===== config.mk =====
export PLATFORM = sky130hd
export DESIGN_NAME = qmn_isqrt
export DESIGN_NICKNAME = d
export VERILOG_FILES = /design/src/hdl/qmn_pkg.sv /design/src/hdl/qmn_isqrt.sv
export SDC_FILE = /design/constraint.sdc
export NUM_CORES = 1
export LEC_CHECK = 0
export BUFFER_PORTS_ARGS = -buffer_cell sky130_fd_sc_hd__buf_4
export CAP_MARGIN = 5
export CORE_MARGIN = 1.5
export CORE_UTILIZATION = 33
export CTS_CLUSTER_DIAMETER = 100
export DETAILED_ROUTE_END_ITERATION = 6
export PLACE_DENSITY = 0.51
export SETUP_SLACK_MARGIN = 0.1
export SLEW_MARGIN = 10
export SYNTH_ARGS = -nofsm -noshare
export SYNTH_HDL_FRONTEND = slang
export SYNTH_SLANG_ARGS = --single-unit

===== constraint.sdc =====
create_clock -name aclk -period 4.05 [get_ports aclk]
set_clock_uncertainty 0.2 [all_clocks]
set_input_delay 0.81 -clock aclk [delete_from_list [all_inputs] [get_ports aclk]]
set_output_delay 0.81 -clock aclk [all_outputs]
set_load 0.02 [all_outputs]

===== src/hdl/qmn_pkg.sv =====
// ----------------------------------------------------------------------------
// Quaternion multiply and normalize: shared definitions
// Widths, codes, pipeline depths and sideband types used by every module.
// ----------------------------------------------------------------------------
package qmn_pkg;

    localparam int DW     = 16;  // component width, signed
    localparam int FB     = 12;  // fraction bits
    localparam int ACT_W  = 2;
    localparam int STAT_W = 2;

    localparam int PW  = 2 * DW;       // full product width
    localparam int SW  = PW + 2;       // sum of four products
    localparam int QW  = PW + 1;       // sum of four squares
    localparam int SQ_IT  = QW / 2 + 1; // square root iterations
    localparam int RW     = SQ_IT;      // root and divisor magnitude width
    localparam int SQ_LAT = SQ_IT + 1;  // iterations plus rounding stage
    localparam int NW  = DW + FB + 1;  // dividend width
    localparam int DVW = RW + 1;       // doubled divisor width
    localparam int DIV_LAT = NW;       // one quotient bit per stage

    localparam int IN_W      = ACT_W + 9 * DW;
    localparam int S_TDATA_W = ((IN_W + 7) / 8) * 8;
    localparam int OUT_W     = 4 * DW + STAT_W;
    localparam int M_TDATA_W = ((OUT_W + 7) / 8) * 8;

    localparam logic [ACT_W-1:0] ACT_MUL  = 2'd0;
    localparam logic [ACT_W-1:0] ACT_DIV  = 2'd1;
    localparam logic [ACT_W-1:0] ACT_NORM = 2'd2;

    localparam logic [STAT_W-1:0] STAT_OK   = 2'd0;
    localparam logic [STAT_W-1:0] STAT_SAT  = 2'd1;
    localparam logic [STAT_W-1:0] STAT_ZERO = 2'd2;

    localparam logic signed [SW-1:0] SMAX     = SW'((64'sd1 <<< (DW - 1)) - 64'sd1);
    localparam logic signed [SW-1:0] SMIN     = -SMAX - SW'(1);
    localparam logic signed [SW-1:0] RND_HALF = SW'(64'sd1 <<< (FB - 1));
    localparam logic [NW-1:0] QPOS_MAX = NW'((64'd1 << (DW - 1)) - 64'd1);
    localparam logic [NW-1:0] QNEG_MAX = NW'(64'd1 << (DW - 1));

    typedef struct packed {
        logic                     valid;
        logic [ACT_W-1:0]         act;
        logic [3:0][DW-1:0]       a;
        logic [DW-1:0]            scal;
        logic [3:0][DW-1:0]       mres;
        logic                     msat;
    } side_t;

    typedef struct packed {
        logic                     valid;
        logic [ACT_W-1:0]         act;
        logic [3:0]               neg;
        logic                     zero;
        logic [3:0][DW-1:0]       mres;
        logic                     msat;
    } div_side_t;

    typedef struct packed {
        logic [STAT_W-1:0]        status;
        logic [3:0][DW-1:0]       comp;
    } result_t;

endpackage


===== src/hdl/qmn_isqrt.sv =====
// ----------------------------------------------------------------------------
// Pipelined integer square root
// One result bit per stage, then a stage that rounds to nearest.
// ----------------------------------------------------------------------------
module qmn_isqrt
    import qmn_pkg::*;
(
    input  logic          aclk,
    input  logic          en,
    input  logic [QW-1:0] rad,
    output logic [RW-1:0] root
);

    logic [QW-1:0] rem_reg  [SQ_IT];
    logic [QW-1:0] root_reg [SQ_IT];
    logic [QW-1:0] rnd_reg;
    logic [QW-1:0] rnd_next;

    for (genvar k = 0; k < SQ_IT; k++) begin : g_it
        localparam logic [QW:0] BITV = (QW + 1)'(1) << (2 * (SQ_IT - 1 - k));
        logic [QW-1:0] rem_p;
        logic [QW-1:0] root_p;
        logic [QW-1:0] rem_next;
        logic [QW-1:0] root_next;
        logic [QW:0]   trial;

        if (k == 0) begin : g_first
            assign rem_p  = rad;
            assign root_p = '0;
        end else begin : g_rest
            assign rem_p  = rem_reg[k-1];
            assign root_p = root_reg[k-1];
        end

        always_comb begin
            trial = {1'b0, root_p} + BITV;
            if ({1'b0, rem_p} >= trial) begin
                rem_next  = rem_p - trial[QW-1:0];
                root_next = (root_p >> 1) + BITV[QW-1:0];
            end else begin
                rem_next  = rem_p;
                root_next = root_p >> 1;
            end
        end

        always_ff @(posedge aclk) begin
            if (en) begin
                rem_reg[k]  <= rem_next;
                root_reg[k] <= root_next;
            end
        end
    end

    always_comb begin
        rnd_next = root_reg[SQ_IT-1];
        if (rem_reg[SQ_IT-1] > root_reg[SQ_IT-1]) begin
            rnd_next = root_reg[SQ_IT-1] + QW'(1);
        end
    end

    always_ff @(posedge aclk) begin
        if (en) begin
            rnd_reg <= rnd_next;
        end
    end

    assign root = rnd_reg[RW-1:0];

endmodule


Yosys cells after proc, flatten, opt, wreduce, memory -nomap -nowiden
Memory sizes are Yosys's and may differ from the RTL's.
Index checks and enable logic that the tools add are counted.
{"block": "classes", "n_addsub": 50, "n_lt_le_gt_ge": 18, "mux": 37}
{"operator": "$mux W33", "n": 34}
{"operator": "$ge A33 B34 Y1", "n": 16}
{"operator": "$sub A33 B33 Y33", "n": 16}
{"operator": "$add A33 B1 Y34 const B", "n": 1}
{"operator": "$add A33 B11 Y34 const B", "n": 1}
{"operator": "$add A33 B13 Y34 const B", "n": 1}
{"operator": "$add A33 B15 Y34 const B", "n": 1}
{"operator": "$add A33 B17 Y34 const B", "n": 1}
{"operator": "$add A33 B19 Y34 const B", "n": 1}
{"operator": "$add A33 B21 Y34 const B", "n": 1}
{"operator": "$add A33 B23 Y34 const B", "n": 1}
{"operator": "$add A33 B25 Y34 const B", "n": 1}
{"operator": "$add A33 B27 Y34 const B", "n": 1}
{"operator": "$add A33 B29 Y34 const B", "n": 1}
{"operator": "$add A33 B3 Y34 const B", "n": 1}
{"operator": "$add A33 B31 Y34 const B", "n": 1}
{"operator": "$add A33 B5 Y34 const B", "n": 1}
{"operator": "$add A33 B7 Y34 const B", "n": 1}
{"operator": "$add A33 B9 Y34 const B", "n": 1}
{"operator": "$add A32 B1 Y33 const B", "n": 1}
{"operator": "$add A32 B11 Y33 const B", "n": 1}
{"operator": "$add A32 B13 Y33 const B", "n": 1}
{"operator": "$add A32 B15 Y33 const B", "n": 1}
{"operator": "$add A32 B17 Y33 const B", "n": 1}
{"operator": "17 further kinds", "n": 18}
{"block": "word_totals", "reg_bits": 17, "mem_bits_rw": 1122, "word_cells": 108, "mem_count": 2}
{"name": "rem_reg", "words": 17, "word_bits": 33, "read_ports": 17, "rd_clocked_by_memory_dff": 0, "wr": 17, "line_no": "qmn_isqrt.sv:14", "source": "logic [QW-1:0] rem_reg [SQ_IT];"}
{"name": "root_reg", "words": 17, "word_bits": 33, "read_ports": 17, "rd_clocked_by_memory_dff": 0, "wr": 17, "line_no": "qmn_isqrt.sv:15", "source": "logic [QW-1:0] root_reg [SQ_IT];"}

Longest topological paths before layout
An unclocked memory read counts as a cell.
{"block": "depth", "word_depth": 4, "depth_mapped": 13}

Worst setup path after synthesis
OpenSTA, ideal clock, no wires.
{"block": "synth_path", "path_kind": "register to register", "from": "memory rem_reg[10][22] (netlist name)", "to": "memory rem_reg[11][19] (netlist name) (data pin)", "t_arrival_ns": 2.660, "required_time_ns": 3.590, "setup_slack_ns": 0.930, "stages_incl_launch_ff": 10, "period_less_slack_ns": 3.120, "cell_sequence": "edfxtp_1 ha_1 or3_1 or4_1 nor4_1 o31ai_1 a31o_2 clkbuf_1 clkbuf_1 mux2_2"}
{"item": "from (decl)", "line_no": "qmn_isqrt.sv:14"}

==> results.ini <==
[yosys]
yosysUniqueCellTypes=81
ys_top_cells_by_area=edfxtp_1 (63%), ha_1 (6.6%), xnor2_1 (3.3%)
syn_area_sq_mm=0.0351
synth_common_cells=edfxtp_1 (731), inv_1 (233), ha_1 (186)
avgSynthCellArea_sq_um=12.7
ys_seq_area_share_pct=62.5
syn_nets=2977
synth-seq-cells=731
synth_area_leader_cell=edfxtp_1
synthCells=2755
yosys_warnings=0
synth_edf_count=731
yosysMostFrequentCell=edfxtp_1
synth_top_area_share_pct=62.5
ys_async_sr_fraction_pct=0
ys.flop_type=edfxtp_1

[sta]
period_needed_ns=3.67
fin_ws_ns=0.375
max_freq_ghz=0.272
max_slew.worst_pin.slew_ns=1.09
rsz0062_at_grt=no
fin_tns_setup_ns=0
hold_viol=0
maxSlewHeadroom_pct=27.0
finalCritPeriodShare_pct=90.7
slew_viol_final=0
setup_violations=0

[clock_tree]
htree_levels=3
cts.sinks=731
ctsLongestPathBuffers=3
clk_pin_slew_worst_paths_ns=0.06
clkLatencyLatePin_ns=0.64
cts-root-buf=clkbuf_16
cts_setup_buffers=0
cts_tree=built
cts_made_buffers=81
postCtsHoldBufs=0

[final_layout]
utilization_pct=38.0
fillerInstances=10000
final_area_sq_mm=0.0401
syn_to_final_growth_pct=14.1
largest_register_ffs=561
fin_nets=3108
antennaDiodeCount=0
multi_input_area_sq_mm=0.0121
regArea_sq_mm=0.0220
drive_gt1_share_pct=9.03

[global_routing]
grt_use_total_pct=14.0
antenna_found_initial=2
grt-ovfl-total=0
grt_max_degree=77
grt_pass1_wl_mm=120
first_global_vias=21500

[drt]
vias_per_cell=4.95
first_pass_iters=7
vias=21500
ant_nets=0
post_drt_wl_per_cell_microns=17.5
wirelength_mm=75.9
drtIter0Drc=1425
drc=4

[placed_design]
port_buffers=51
place_area_sq_mm=0.0374
place_ws_ns=0.264
dp_hpwl_mm=57.0
gp_congestion=0.891

[setup_path]
critPathRequiredTime_ns=4.28
end_kind=flip-flop
crit_type=reg2reg
cp_slowest_stage_delay_ns=0.42
worstPathArrival_ns=3.91
cp-start-kind=flip-flop
crit_slowest_cell=or4_1
cp_cell_sequence=inv_1 > ha_1 > nand4b_1 > or4_1 > nor4_2 > nor4_1 > o211a_1 > inv_1 > nand3_1 > nor4_1 > xor2_1
crit_fanout=11

[die]
core_area_sq_mm=0.105
die-area_sq_mm=0.108
die_x_microns=329
die_y_microns=329
row_count=119
start_util_pct=33.3
io_pins=52

[power]
power_mw=21.6
p_leak_nw=15.1
powerDensity_mw_per_mm2=538
vdd_drop_max_uv=323

[run_status]
violations=DRC
status=complete, but fails checks

[min_path]
hold_path_class=in2reg

[run]
cap_violations=0

==> kinds of logic (layout without fill, tap and decap cells) <==
| family | after synthesis | count (layout) | synth area share (%) |
|---|---|---|---|
| AOI/OAI and AO/OA | 501 | 501 | 9.03 |
| other | 1 | 1 | 0.0107 |
| adders and majority gates | 187 | 187 | 6.68 |
| and+or+nand+nor | 784 | 784 | 11.5 |
| buffers and inverters | 272 | 463 | 3.06 |
| muxes | 32 | 32 | 1.00 |
| DFF | 731 | 731 | 62.5 |
| xor gates and xnor gates | 247 | 247 | 6.16 |
==> through the flow <==
| stage | std cells | hold slack [ns] |
|---|---|---|
| 2_1_floorplan | 2755 | 0.217 |
| 3_3_place_gp | 4194 | 0.225 |
| 3_5_place_dp | 4194 | 0.227 |
| 4_1_cts | 4337 | 0.0838 |
| 5_1_grt | 4337 | 0.101 |
| 6_report | 4337 | 0.136 |
==> power by group <==
group	internal, mW	switching (mW)	total, mW
logic	1.68	2.23	3.91
clock network	4.21	3.00	7.21
registers	9.65	0.798	10.5
total	15.5	6.02	21.6
==> final timing paths <==
path / startpoint / end / slack (ns) / depth (start not counted)
max: root_reg[0][404] / rem_reg[13][31] / 0.38 / 11
min: rad[31] / rem_reg[0][31] / 0.14 / 1
max reg2reg: root_reg[0][404] / rem_reg[13][31] / 0.38 / 11
min reg2reg: rem_reg[7][1] / rem_reg[8][1] / 0.24 / 0
==> cell usage in the layout, fill, tap and decap left out, types with 9 or more instances in the layout <==
master / n
a211oi_1: 21
a21boi_0: 9
a21o_1: 43
a21oi_1: 145
a31oi_1: 13
and3_1: 15
buf_12: 9
buf_4: 74
clkbuf_1: 11
clkbuf_16: 81
clkinv_1: 18
clkinv_2: 11
edfxtp_1: 731
ha_1: 186
inv_1: 233
mux2_2: 25
nand2_1: 183
nand2b_1: 33
nand3_1: 42
nand4_1: 40
nor2_1: 169
nor2b_1: 22
nor3_1: 77
nor4_1: 78
nor4b_1: 15
o211ai_1: 10
o21a_1: 37
o21ai_0: 126
o21bai_1: 9
o31ai_1: 20
or2_2: 12
or3_1: 30
or4_1: 16
xnor2_1: 132
xor2_1: 115
==> repair_timing <==
| action | in CTS | in global routing |
|---|---|---|
| resized for setup | 0 | 2 |
| hold endpoints to repair | 0 | 0 |
| endpoints found under the setup margin | 0 | 6 |
==> final cells by class <==
type	count	share of cell area [%]
sequential	731	54.8
multi-input combinational	1752	30.2
clock buffer	92	5.16
tap	1391	4.34
inverter	236	2.21
timing repair buffer	84	1.87
clock inverter	51	1.40
==> layer usage <==
| metal | up-vias | GRT usage [%] | routed length (microns) |
|---|---|---|---|
| met2 | 402 | 24.3 | 37400 |
| met5 | - | 0 | 8 |
| met4 | 2 | 5.05 | 2210 |
| met1 | 10400 | 17.8 | 33700 |
| li1 | 10600 | - | - |
| met3 | 130 | 1.84 | 2650 |
==> worst max-delay path: cells and delay by family, from the launching register on <==
kind | cells | cell delay, ns
AND/OR/NAND/NOR | 6 | 1.63
flip-flops | 1 | 0.41
XOR/XNOR | 1 | 0.25
AO/OA/AOI/OAI | 1 | 0.24
adder cells (fa/ha/maj) | 1 | 0.38
buffers and inverters | 2 | 0.39
No activity file was read; power rests on OpenSTA's default activity.
